$ cat src/hw/rtl/tagged_obstacle_frame_parser_top_defines.svh
// Assertion helpers used by the parser top-level RTL.
`ifndef TAGGED_OBSTACLE_FRAME_PARSER_TOP_DEFINES_SVH
`define TAGGED_OBSTACLE_FRAME_PARSER_TOP_DEFINES_SVH

// Same-cycle implication, sampled on clk, quiet while rst_n is low.
`define TOFP_ASSERT_NOW(lbl, ante, cons, msg) \
  lbl: assert property (@(posedge clk) disable iff (!rst_n) (ante) |-> (cons)) \
    else $error(msg);

// Next-cycle implication, sampled on clk, quiet while rst_n is low.
`define TOFP_ASSERT_NEXT(lbl, ante, cons, msg) \
  lbl: assert property (@(posedge clk) disable iff (!rst_n) (ante) |=> (cons)) \
    else $error(msg);

`endif

$ cat src/hw/rtl/tofp_ram.sv
module tofp_ram #(
  parameter int WIDTH = 16,
  parameter int DEPTH = 256,
  localparam int AW = (DEPTH > 1) ? $clog2(DEPTH) : 1
) (
  input  logic             clk,
  input  logic             we,
  input  logic [AW-1:0]    waddr,
  input  logic [WIDTH-1:0] wdata,
  input  logic             re,
  input  logic [AW-1:0]    raddr,
  output logic [WIDTH-1:0] rdata
);

  logic [WIDTH-1:0] mem_r [DEPTH];
  logic [WIDTH-1:0] rdata_r;

  always_ff @(posedge clk) begin
    if (we) begin
      mem_r[waddr] <= wdata;
    end
    if (re) begin
      rdata_r <= mem_r[raddr];
    end
  end

  assign rdata = rdata_r;

endmodule

$ cat config.mk
export PLATFORM = sky130hd
export DESIGN_NAME = tofp_ram
export DESIGN_NICKNAME = d
export VERILOG_FILES = /design/src/hw/rtl/tagged_obstacle_frame_parser_top_defines.svh /design/src/hw/rtl/tofp_ram.sv
export SDC_FILE = /design/constraint.sdc
export NUM_CORES = 2
export LEC_CHECK = 0
export BUFFER_PORTS_ARGS = -buffer_cell sky130_fd_sc_hd__clkbuf_2
export CAP_MARGIN = 20
export CORE_MARGIN = 2
export CORE_UTILIZATION = 57
export CTS_CLUSTER_SIZE = 28
export DETAILED_ROUTE_END_ITERATION = 8
export PLACE_DENSITY = 0.76
export SETUP_SLACK_MARGIN = 0.05
export SYNTH_ARGS = -nofsm -noshare
export SYNTH_HDL_FRONTEND = slang
export SYNTH_SLANG_ARGS = --single-unit
$ cat constraint.sdc
create_clock -name clk -period 2.6 [get_ports clk]
set_input_delay 0.39 -clock clk [delete_from_list [all_inputs] [get_ports clk]]
set_output_delay 0.39 -clock clk [all_outputs]
set_load 0.03 [all_outputs]
==> results.tsv <==
stage	metric	value	unit
outcome	status	finished with violations	
outcome	failing checks	negative setup slack	
synth	#FFs+latches synth	4112	
floorplan	core area	0.2770	mm²
drt	drt pass-1 iters	6	
sta	worst setup margin	-0.1196	ns
floorplan	IO Pins	51	
sta	Tcrit/Tclk final	1.046	
finish	post-layout net count	8432	
floorplan	Die H	531.9	µm
place	gpl congestion	0.9444	
clock_network	CTS clock-pin slew for the worst setup and hold paths	0.06	ns
synth	most numerous cell in the Yosys netlist	edfxtp_1	
sta	final max-slew violation count	0	
sta	unrepaired setup endpoints after global routing	true	
power_and_ir_drop	leakage power	60.46	nW
finish	Final Instance Area	0.1863	mm²
power_and_ir_drop	PD cells	734.4	mW/mm²
synth	largest area contributor in the netlist	edfxtp_1	
clock_network	clock buffer depth	4	
place	dpl hpwl	260900	µm
sta	Hold Violations, Final	0	
sta	Max Freq	367.7	MHz
drt	1st-iter DRT viols	13640	
place	Area after DPL	0.1729	mm²
synth	Synth top area share	0.7772	
finish	Layout area overhead	17.27	%
worst_setup_path	reg2reg setup slack	-0.12	ns
clock_network	Clock Latency Late Sink	0.96	ns
floorplan	Cell Rows	193	
worst_setup_path	startpoint types	flip-flop	
power_and_ir_drop	Clock power frac	0.406	
sta	Final Setup Violations	8	
place	placed cells	11690	
sta	clk_skew	0.08020	ns
grt	initial antenna violation count	25	
floorplan	Initial Utilization	0.5736	
worst_setup_path	cell mode on critical path	buf_4	
worst_setup_path	CP Class	reg2reg	
worst_setup_path	max incr delay on CP	0.48	ns
place	Buffers on Ports	50	
worst_setup_path	Critical Path RT	3.22	ns
synth	ranking of synthesized cells by instance count	edfxtp_1, mux4_2, mux2i_1, nor2_1, o221ai_1	
power_and_ir_drop	internal cell power	0.1075	W
synth	top post-synthesis cells by area	edfxtp_1, mux4_2, mux2i_1, o221ai_1, nor2_1	
synth	EDFF count, synth	4112	
drt	DRT antenna net count	0	
power_and_ir_drop	Peak VDD IR	0.6727	mV
power_and_ir_drop	Comb power frac	0.059	
clock_network	Root Driver	clkbuf_16	
clock_network	Clock Sinks	4112	
worst_setup_path	Crit Path Max Fanout	1	
synth	share of the yosys chip area belonging to registers	0.7772	
synth	Mapped Area	0.1589	mm²
finish	Final Non-Filler Cells	12420	
power_and_ir_drop	Flop pwr share	0.535	
worst_setup_path	CP max stage cell	mux4_2	
floorplan	Die Wd	531.9	µm
worst_setup_path	worst path cell trace	mux4_2, mux2_2, a221oi_2, buf_4, o31ai_1, buf_4, o32ai_4, buf_6, nor4_4	
finish	layout cell share with drive strength beyond 1	0.3046	
grt	largest net degree at the start of global routing	111	
synth	Synthesized Nets	7395	
grt	global-route wire length before repair	618000	µm
sta	Worst Max-Slew Pin Slew	0.9950	ns
synth	yosys warns	0	
drt	Via density	6.798	
place	dpl ws	-1.347	ns
sta	Final min period	2.720	ns
drt	Residual DRC	0	
sta	Rel. slew slack	0.3367	
synth	asr flop ratio synth	0	
worst_hold_path	Hold/Removal Path Class	in2reg	
synth	Synth cell types	51	
drt	DR vias	84410	
finish	fill count	16300	
synth	Avg Cell Area, Syn	21.59	µm²
synth	Primary FF master, synth	edfxtp_1	
power_and_ir_drop	total power	0.1368	W
drt	Post-Route WL	434400	µm
grt	number of global-route vias before repair	83820	
floorplan	die area	0.2830	mm²
worst_setup_path	Critical Path AT	3.34	ns
flow_run	max-cap viol count	0	
clock_network	CTS tree	built	
grt	total track usage	0.3050	
synth	Post-Syn Instances	7360	
worst_setup_path	CP endpoint kind	flip-flop	
power_and_ir_drop	Sw Ratio	0.2146	
grt	total gr overflow	0	
clock_network	htree depth	5	
power_and_ir_drop	P_sw	0.02936	W
drt	wire length per cell	34.98	µm
clock_network	CTS buffer count	394	
final cells by class:
class | count | area (µm²) | area share
Antenna cell | 12 | 30.03 | 0.0001612
Clock buffer | 491 | 10370 | 0.05567
Clock inverter | 208 | 1927 | 0.01034
Inverter | 4 | 27.53 | 0.0001477
Multi-Input combinational cell | 2792 | 33700 | 0.1809
Sequential cell | 4112 | 123500 | 0.6627
Tap cell | 3705 | 4636 | 0.02488
Timing Repair Buffer | 1093 | 12140 | 0.06518
what timing repair did:
action	4_1_cts	5_1_grt
pin swaps	37	12
gates cloned	0	2
hold buffers	15	0
setup endpoints to repair	16	16
setup buffers	0	0
hold endpoints to repair	402	0
gates resized for setup	112	49
layout by cell type (no fill, tap or decap), types with 13 or more instances in the layout:
cell type      count
a21oi_1          174
nor2_1           272
nand3_1           25
a22oi_2           14
a22o_1            19
clkbuf_1          90
nand4_1           26
a221oi_1          13
a211oi_1          18
edfxtp_1        4112
clkbuf_16        403
o22ai_1          148
clkinv_2          73
buf_4            715
clkinv_1          80
o221ai_1         251
mux2_2            79
nor3_2            20
bufinv_16         30
clkbuf_2          29
mux2i_1          565
dlygate4sd3_1     15
mux4_2           797
a22oi_1           29
buf_6             16
nor2_2            32
a221oi_2          13
buf_12           296
buf_8             18
o21ai_0           35
nor3_1            72
nand2_1           31
worst max-delay path, delay by kind of cell (launching register included):
family,cells,cell delay (ns)
muxes,2,0.79
buffers and inverters,3,0.56
AOI/OAI and AO/OA,3,0.69
and+or+nand+nor,1,0.03
DFF,1,0.37
state kept, by name, summed over array words and instances (netlist names):
signal,cells
mem_r,4096
rdata,16
stage by stage:
stage          setup TNS [ns]  hold slack (ns)    util
5_1_grt               -0.8599          0.06357  0.6726
3_5_place_dp           -16.09           0.7087  0.6243
2_1_floorplan               0           0.4889       -
3_3_place_gp           -15.39           0.6949  0.6243
4_1_cts               -0.5242          0.03398  0.6715
6_report              -0.6542          0.09453  0.6727
power by group through the flow:
stage | clock network (W) | logic (W) | registers (W)
floorplan | 0 | 0.00362 | 0.0746
global placement | 0 | 0.00736 | 0.0746
detailed placement | 0 | 0.00757 | 0.0746
CTS | 0.0559 | 0.00785 | 0.0732
global route | 0.0582 | 0.00828 | 0.0732
finish | 0.0556 | 0.00804 | 0.0732
cell families (layout without fill, tap and decap cells):
logic type	count (synthesis)	after routing	share of synthesized area
muxes	1450	1450	0.1548
AOI/OAI and AO/OA	786	786	0.03534
DFF	4112	4112	0.7772
buffers and inverters	456	1796	0.01692
and+or+nand+nor	556	556	0.01573
other	0	12	0
layer usage:
layer / vias to the layer above / track usage / wire [µm]
met5: - / 0 / 69
met3: 1006 / 0.05780 / 52080
met4: 10 / 0.1447 / 23450
met2: 6382 / 0.4812 / 208700
met1: 43620 / 0.4160 / 150000
li1: 33390 / - / -
worst paths after layout:
path / from / to / cells after the start
hold / removal: wdata[15] / mem_r[69][15] / 1
hold reg to reg: mem_r[248][5] / rdata[5] / 6
setup / recovery: mem_r[128][6] / rdata[6] / 9
setup reg to reg: mem_r[128][6] / rdata[6] / 9
Power figures use the tool's default switching activity.
