$ cat config.mk
export PLATFORM = sky130hd
export DESIGN_NAME = tofp_parse
export DESIGN_NICKNAME = d
export VERILOG_FILES = /design/src/hw/rtl/tagged_obstacle_frame_parser_top_defines.svh /design/src/hw/rtl/tofp_pkg.sv /design/src/hw/rtl/tofp_parse.sv
export SDC_FILE = /design/constraint.sdc
export NUM_CORES = 1
export LEC_CHECK = 0
export BUFFER_PORTS_ARGS = -buffer_cell sky130_fd_sc_hd__buf_2
export CAP_MARGIN = 20
export CELL_PAD_IN_SITES_DETAIL_PLACEMENT = 1
export CELL_PAD_IN_SITES_GLOBAL_PLACEMENT = 1
export CORE_ASPECT_RATIO = 1.25
export CORE_MARGIN = 2
export CORE_UTILIZATION = 38
export DETAILED_ROUTE_END_ITERATION = 6
export PLACE_DENSITY_LB_ADDON = 0.1
export SLEW_MARGIN = 0
export SYNTH_ARGS = -nofsm -noshare
export SYNTH_HDL_FRONTEND = slang
export SYNTH_SLANG_ARGS = --single-unit
$ cat constraint.sdc
create_clock -name clk -period 4.8 [get_ports clk]
set_clock_uncertainty 0.2 [all_clocks]
set_input_delay 0.96 -clock clk [delete_from_list [all_inputs] [get_ports clk]]
set_output_delay 0.96 -clock clk [all_outputs]
set_load 0.01 [all_outputs]
$ cat src/hw/rtl/tagged_obstacle_frame_parser_top_defines.svh
// Assertion helpers used by the parser top-level RTL.
`ifndef TAGGED_OBSTACLE_FRAME_PARSER_TOP_DEFINES_SVH
`define TAGGED_OBSTACLE_FRAME_PARSER_TOP_DEFINES_SVH

// Same-cycle implication, sampled on clk, quiet while rst_n is low.
`define TOFP_ASSERT_NOW(lbl, ante, cons, msg) \
  lbl: assert property (@(posedge clk) disable iff (!rst_n) (ante) |-> (cons)) \
    else $error(msg);

// Next-cycle implication, sampled on clk, quiet while rst_n is low.
`define TOFP_ASSERT_NEXT(lbl, ante, cons, msg) \
  lbl: assert property (@(posedge clk) disable iff (!rst_n) (ante) |=> (cons)) \
    else $error(msg);

`endif

$ cat src/hw/rtl/tofp_pkg.sv
package tofp_pkg;

  localparam int TABLE_DEPTH = 256;
  localparam int IDX_W = (TABLE_DEPTH > 1) ? $clog2(TABLE_DEPTH) : 1;
  localparam int CNT_W = $clog2(TABLE_DEPTH + 1);

  localparam logic [7:0]  TAG_NONE  = 8'd78;
  localparam logic [7:0]  TAG_START = 8'd83;
  localparam logic [7:0]  TAG_END   = 8'd69;
  localparam logic [7:0]  TAG_DIST  = 8'd68;
  localparam logic [15:0] TIMEOUT_RESET = 16'd500;
  localparam logic [15:0] IDLE_MAX = 16'hFFFF;

  localparam logic OP_BYTE = 1'b0;
  localparam logic OP_TICK = 1'b1;

  localparam logic REPORT_OBST = 1'b0;
  localparam logic REPORT_NONE = 1'b1;

  typedef enum logic [1:0] {
    MODE_NONE  = 2'd0,
    MODE_START = 2'd1,
    MODE_END   = 2'd2,
    MODE_DIST  = 2'd3
  } mode_t;

  // What the parse stage hands on for one processed beat
  typedef struct packed {
    logic             step;
    logic             vld;
    logic             kind;
    logic             full;
    logic [IDX_W-1:0] idx;
    logic [31:0]      distance;
    logic [CNT_W-1:0] total;
    logic             st_we;
    logic             en_we;
    logic [IDX_W-1:0] waddr;
    logic [15:0]      wdata;
  } par_out_t;

endpackage

$ cat src/hw/rtl/tofp_parse.sv
module tofp_parse import tofp_pkg::*; (
  input  logic        clk,
  input  logic        rst_n,
  input  logic        in_valid,
  output logic        in_ready,
  input  logic        in_opcode,
  input  logic [7:0]  in_rx_byte,
  input  logic        cfg_valid,
  input  logic [15:0] cfg_data,
  input  logic        step_en,
  output par_out_t    po
);

  logic             s1_valid_r, s1_valid_nxt;
  logic             s1_op_r;
  logic [7:0]       s1_byte_r;
  logic [8:0]       phase_r, phase_nxt;
  mode_t            mode_r, mode_nxt;
  logic [15:0]      sacc_r, sacc_nxt;
  logic [15:0]      eacc_r, eacc_nxt;
  logic [7:0]       dlen_r, dlen_nxt;
  logic [31:0]      dacc_r, dacc_nxt;
  logic [CNT_W-1:0] count_r, count_nxt;
  logic [15:0]      idle_r, idle_nxt;
  logic [15:0]      timeout_r;

  logic             proc;
  logic             is_byte;
  logic [CNT_W-1:0] cnt_eff;
  logic             room;
  logic [8:0]       lane_k;
  logic [31:0]      dacc_new;
  logic             dist_done;
  logic [15:0]      angle_hi;

  assign proc     = s1_valid_r && step_en;
  assign in_ready = !s1_valid_r || step_en;
  assign is_byte  = proc && (s1_op_r == OP_BYTE);

  // a byte after too long a gap restarts numbering before anything else
  assign cnt_eff  = (idle_r > timeout_r) ? '0 : count_r;
  assign room     = cnt_eff < CNT_W'(TABLE_DEPTH);
  assign lane_k   = phase_r - 9'd2;
  assign dacc_new = (lane_k < 9'd4) ?
                    (dacc_r | (32'(s1_byte_r) << {lane_k[1:0], 3'b000})) : dacc_r;
  assign dist_done = (phase_r - 9'd1) >= {1'b0, dlen_r};
  assign angle_hi  = (mode_r == MODE_START) ? {s1_byte_r, sacc_r[7:0]}
                                            : {s1_byte_r, eacc_r[7:0]};

  always_comb begin
    s1_valid_nxt = s1_valid_r;
    if (in_valid && in_ready) begin
      s1_valid_nxt = 1'b1;
    end else if (proc) begin
      s1_valid_nxt = 1'b0;
    end
  end

  // next state
  always_comb begin
    phase_nxt = phase_r;
    mode_nxt  = mode_r;
    sacc_nxt  = sacc_r;
    eacc_nxt  = eacc_r;
    dlen_nxt  = dlen_r;
    dacc_nxt  = dacc_r;
    count_nxt = count_r;
    idle_nxt  = idle_r;
    if (proc && (s1_op_r == OP_TICK)) begin
      if (idle_r != IDLE_MAX) begin
        idle_nxt = idle_r + 16'd1;
      end
    end else if (is_byte) begin
      idle_nxt  = '0;
      count_nxt = cnt_eff;
      priority if (phase_r == 9'd0) begin
        priority if (s1_byte_r == TAG_NONE) begin
          mode_nxt = MODE_NONE;
        end else if (s1_byte_r == TAG_START) begin
          mode_nxt = MODE_START; phase_nxt = 9'd1;
        end else if (s1_byte_r == TAG_END) begin
          mode_nxt = MODE_END; phase_nxt = 9'd1;
        end else if (s1_byte_r == TAG_DIST) begin
          mode_nxt = MODE_DIST; phase_nxt = 9'd1;
        end else begin
          mode_nxt = mode_r;
        end
      end else if (phase_r == 9'd1) begin
        phase_nxt = 9'd2;
        unique case (mode_r)
          MODE_START: sacc_nxt = {8'd0, s1_byte_r};
          MODE_END:   eacc_nxt = {8'd0, s1_byte_r};
          MODE_DIST:  dlen_nxt = s1_byte_r;
          MODE_NONE:  phase_nxt = 9'd0;
        endcase
      end else if (phase_r == 9'd2) begin
        unique case (mode_r)
          MODE_START: begin
            sacc_nxt = angle_hi; mode_nxt = MODE_NONE; phase_nxt = 9'd0;
          end
          MODE_END: begin
            eacc_nxt = angle_hi; mode_nxt = MODE_NONE; phase_nxt = 9'd0;
          end
          MODE_DIST: begin
            dacc_nxt = 32'(s1_byte_r); phase_nxt = 9'd3;
          end
          MODE_NONE: phase_nxt = 9'd0;
        endcase
      end else begin
        if (mode_r != MODE_DIST) begin
          phase_nxt = 9'd0;
        end else begin
          dacc_nxt = dacc_new;
          if (!dist_done) begin
            phase_nxt = phase_r + 9'd1;
          end else begin
            mode_nxt  = MODE_NONE;
            phase_nxt = 9'd0;
            if (room) begin
              count_nxt = cnt_eff + CNT_W'(1);
            end
          end
        end
      end
    end
  end

  // report and table write for this beat
  always_comb begin
    po       = '0;
    po.step  = proc;
    po.waddr = cnt_eff[IDX_W-1:0];
    po.wdata = angle_hi;
    if (is_byte) begin
      priority if (phase_r == 9'd0) begin
        if (s1_byte_r == TAG_NONE) begin
          po.vld   = 1'b1;
          po.kind  = REPORT_NONE;
          po.total = cnt_eff;
        end
      end else if (phase_r == 9'd2) begin
        po.st_we = room && (mode_r == MODE_START);
        po.en_we = room && (mode_r == MODE_END);
      end else if (phase_r != 9'd1) begin
        if ((mode_r == MODE_DIST) && dist_done) begin
          po.vld      = 1'b1;
          po.kind     = REPORT_OBST;
          po.distance = dacc_new;
          po.full     = !room;
          if (room) begin
            po.idx   = cnt_eff[IDX_W-1:0];
            po.total = cnt_eff + CNT_W'(1);
          end else begin
            po.total = cnt_eff;
          end
        end
      end else begin
        po.vld = 1'b0;
      end
    end
  end

  always_ff @(posedge clk) begin
    if (!rst_n) begin
      s1_valid_r <= 1'b0;
      phase_r    <= '0;
      mode_r     <= MODE_NONE;
      sacc_r     <= '0;
      eacc_r     <= '0;
      dlen_r     <= '0;
      dacc_r     <= '0;
      count_r    <= '0;
      idle_r     <= '0;
      timeout_r  <= TIMEOUT_RESET;
    end else begin
      s1_valid_r <= s1_valid_nxt;
      phase_r    <= phase_nxt;
      mode_r     <= mode_nxt;
      sacc_r     <= sacc_nxt;
      eacc_r     <= eacc_nxt;
      dlen_r     <= dlen_nxt;
      dacc_r     <= dacc_nxt;
      count_r    <= count_nxt;
      idle_r     <= idle_nxt;
      if (cfg_valid) begin
        timeout_r <= cfg_data;
      end
    end
  end

  always_ff @(posedge clk) begin
    if (in_valid && in_ready) begin
      s1_op_r   <= in_opcode;
      s1_byte_r <= in_rx_byte;
    end
  end

endmodule

==> results by group <==
Synthesis
  • Post-synthesis cell area: 0.006485 mm²
  • Post-synthesis sequential area ratio: 37.82%
  • Syn Nets: 884
  • Primary FF master, synth: dfxtp_1
  • Synthesis Warnings: 0
  • Yosys cell types: 63
  • Synthesized area per cell: 7.947 µm²
  • Syn Inst Count: 816
  • Post-synth ARST share: 0%
  • EDFF count, synth: 9
  • #FFs+latches synth: 118

Route
  • Routed Antenna Nets: 0
  • Iteration-0 DRC Markers: 314
  • DRC errors left: 0
  • Routed len/inst: 18.34 µm
  • DR pass1 iterations: 6
  • Via count: 6370
  • DRT Wirelength: 21.29 mm
  • Vias/cell: 5.487

Clock network
  • Clk slew on worst S/H paths: 0.05 ns
  • Clock Sinks: 118
  • Clock Tree Buf Depth: 2
  • Cts bufs inserted: 17
  • Clk Latency, worst-skew pair: 0.42 ns
  • Hold Buf Count CTS: 0
  • H-tree level count: 4
  • TritonCTS clock tree: done
  • CTS Root Cell: clkbuf_16

Worst setup path
  • Worst Path Class, Setup: register to primary output
  • Critical path arrival: 3.49 ns
  • Reg-to-Reg Start: phase_r[1]$_SDFFE_PN0P_
  • Slowest cell on crit path: or4b_4
  • Critical path fanouts, max: 15
  • Cell Chain, Critical Path: inv_2, ha_4, or4b_4, nor2_1, xor2_1, ha_1, and3_2, a41oi_2, a21oi_2, buf_6, buf_4, a21oi_1, a311oi_1, buf_2
  • Critical path launch point: phase_r[1]$_SDFFE_PN0P_
  • CP Capture Type: primary output
  • R2r worst-path depth: 12
  • Worst Setup Start Kind: register
  • Reg2Reg Setup Slack: 1.09 ns
  • Max incr delay on CP: 0.50 ns
  • RR Endpoint: phase_r[6]$_SDFFE_PN0P_
  • CP required: 3.64 ns

Finish
  • Finished Core Util: 48.11%
  • Storage element area: 0.002454 mm²
  • Share of post-route cells with drive strength above 1: 22.64%
  • Layout area overhead: 24.46%
  • Nets@finish: 997
  • N_diodes: 0
  • Post-Layout Cell Count: 1161
  • Final-layout fill cell count: 2081
  • Multi-input gate area: 0.003806 mm²

Floorplanning
  • Die Wd: 120.8 µm
  • Core ar.: 0.01678 mm²
  • # IOs: 110
  • # rows: 53
  • Die area: 0.01813 mm²
  • Die height: 150.1 µm
  • Initial Util: 38.65%

Timing
  • Final setup viols: 0
  • FMAX: 0.2149 GHz
  • Final critical-path share of the clock period: 96.94%
  • Tmin final: 4.653 ns
  • Slew HR: 41.48%
  • Final Hold Viols: 0
  • Max Slew Vio Count: 0
  • Slew @ Worst Pin: 0.8757 ns

GRT
  • Largest net degree at the start of global routing: 34
  • First-pass GRT wire length: 34.36 mm
  • Vias in the first global route: 6712
  • Overall Global Routing Usage: 23.80%
  • Initial antenna violation count: 0
  • Congestion Overflow GR: 0

Power
  • Reg power frac: 43.7%
  • Peak supply drop: 0.2090 mV
  • Power Density: 289.8 mW/mm²
  • P_int: 0.001776 W
  • Sw frac: 24.10%
  • Total net switching power: 0.0005637 W
  • LEAKAGE: 3.384 nW
  • Logic pwr share: 4.4%
  • Clock share of power: 51.9%

Status
  • Status: completed

Worst hold path
  • Hold Crit Start: dacc_r[25]$_SDFFE_PN0P_
  • Hold-critical path endpoint: dacc_r[25]$_SDFFE_PN0P_
  • Worst hold path class: register to register
  • Hold Path Cell Cnt: 2

Placed design
  • GPL Wtd Cong: 0.8529
  • Hpwl dp: 15.03 mm
  • Dpl cells: 1120
  • Port-buffer cells: 109

Job
  • Maxcap violations: 0
stage by stage:
stage / setup TNS, ns / hold slack (ns) / setup WS [ns] / cell area (µm²) / power (W)
after detailed placement: 0 / 0.2652 / 0.1453 / 7332 / 0.001147
after floorplan: 0 / 0.2376 / 0.3712 / 6485 / 0.001099
after global placement: 0 / 0.2488 / 0.2811 / 7332 / 0.001142
after CTS: 0 / 0.2783 / 0.003440 / 7946 / 0.002361
final: 0 / 0.2743 / 0.1471 / 8071 / 0.002340
after global routing: -0.03085 / 0.3021 / -0.03085 / 8071 / 0.002416
placed cells by master, fill, tap and decap left out, types with 21 or more instances in the layout:
| cell type | Yosys | layout |
|---|---|---|
| a31oi_1 | 31 | 30 |
| mux2i_1 | 26 | 26 |
| a21oi_1 | 90 | 88 |
| nand3_1 | 21 | 21 |
| buf_4 | 1 | 32 |
| inv_1 | 40 | 37 |
| nand2_1 | 57 | 56 |
| ha_1 | 38 | 37 |
| nor2_1 | 153 | 152 |
| buf_2 | 1 | 109 |
| dfxtp_1 | 109 | 108 |
flip-flops by register name, indices dropped and copies added, names as in the netlist, 2 cells and up:
name       flops
count_r        9
dacc_r        32
dlen_r         8
eacc_r         8
idle_r        16
mode_r         2
phase_r        9
s1_byte_r      8
sacc_r         8
timeout_r     16
power by group through the flow:
| stage | Clock (W) | Sequential [W] | Combinational (W) |
|---|---|---|---|
| floorplan | 0 | 0.00104 | 0.0000626 |
| detailed placement | 0 | 0.00104 | 0.000104 |
| finish | 0.00121 | 0.00102 | 0.000103 |
| global placement | 0 | 0.00104 | 0.0000996 |
| global route | 0.00128 | 0.00102 | 0.000115 |
| CTS | 0.00123 | 0.00102 | 0.000104 |
kinds of logic (layout without fill, tap and decap cells):
group	after synthesis	count (layout)	share of synthesized area, %
adder cells (fa/ha/maj)	38	38	7.332
XOR/XNOR	17	17	2.296
AND/OR/NAND/NOR	331	331	24.04
buffers and inverters	90	215	5.287
multiplexers	34	34	5.402
flip-flops	118	118	37.82
AO/OA/AOI/OAI	188	188	17.83
layout make-up:
type | instances | area share, %
tap | 220 | 3.410
inverter | 40 | 1.860
multi-input combinational | 608 | 47.16
clock buffer | 19 | 5.612
clock inverter | 12 | 1.302
sequential | 118 | 30.40
timing repair buffer | 144 | 10.26
routing by layer:
metal / routed length [µm] / vias up / global-route usage, %
met2: 10960 / 186 / 43.57
li1: - / 3108 / -
met5: 0 / - / 0
met3: 1100 / 19 / 4.649
met1: 9002 / 3057 / 28.08
met4: 231 / 0 / 6.395
how the worst max path moves through the flow:
stage / endpoint / slack (ns) / cells past startpoint
after floorplan: po[27] / 0.37 / 13
after detailed placement: po[27] / 0.15 / 13
after global placement: po[27] / 0.28 / 13
final: po[32] / 0.15 / 14
after CTS: po[33] / 0.003 / 14
after global routing: po[32] / -0.03 / 13
what timing repair did:
item	in CTS	in global routing
pin swaps	2	7
endpoints found under the setup margin	10	47
gates resized for setup	8	19
setup buffers	3	5
cells in the mapped netlist (3+ instances only):
cell type / instances / area [µm²]
edfxtp_1: 9 / 270.3
mux2_2: 8 / 90.09
dfxtp_1: 109 / 2182
o211ai_1: 11 / 82.58
nand4_1: 18 / 112.6
nor4_1: 5 / 31.28
o21ai_0: 16 / 80.08
nand2_1: 57 / 214.0
a31oi_1: 31 / 193.9
a21oi_1: 90 / 450.4
and3_1: 7 / 43.79
xnor2_1: 6 / 52.55
nor2_1: 153 / 574.3
nand3b_1: 3 / 22.52
and4_1: 3 / 26.28
ha_1: 38 / 475.5
and2_1: 8 / 50.05
a311oi_1: 4 / 35.03
clkbuf_1: 46 / 172.7
a211oi_1: 3 / 22.52
mux2i_1: 26 / 260.3
a22o_1: 9 / 78.83
nor3_1: 15 / 75.07
inv_1: 40 / 150.1
nand3_1: 21 / 105.1
nor2b_1: 10 / 62.56
or3_1: 6 / 37.54
xor2_1: 11 / 96.34
nand2b_1: 10 / 62.56
worst max-delay path: cells and delay by family (launching register included):
family | cells | cell delay, ns
buf+inv | 4 | 0.62
fa+ha+maj | 2 | 0.48
compound gates | 4 | 0.73
xor+xnor | 1 | 0.08
flops | 1 | 0.32
simple gates | 3 | 0.85
No activity file was read; power rests on OpenSTA's default activity.
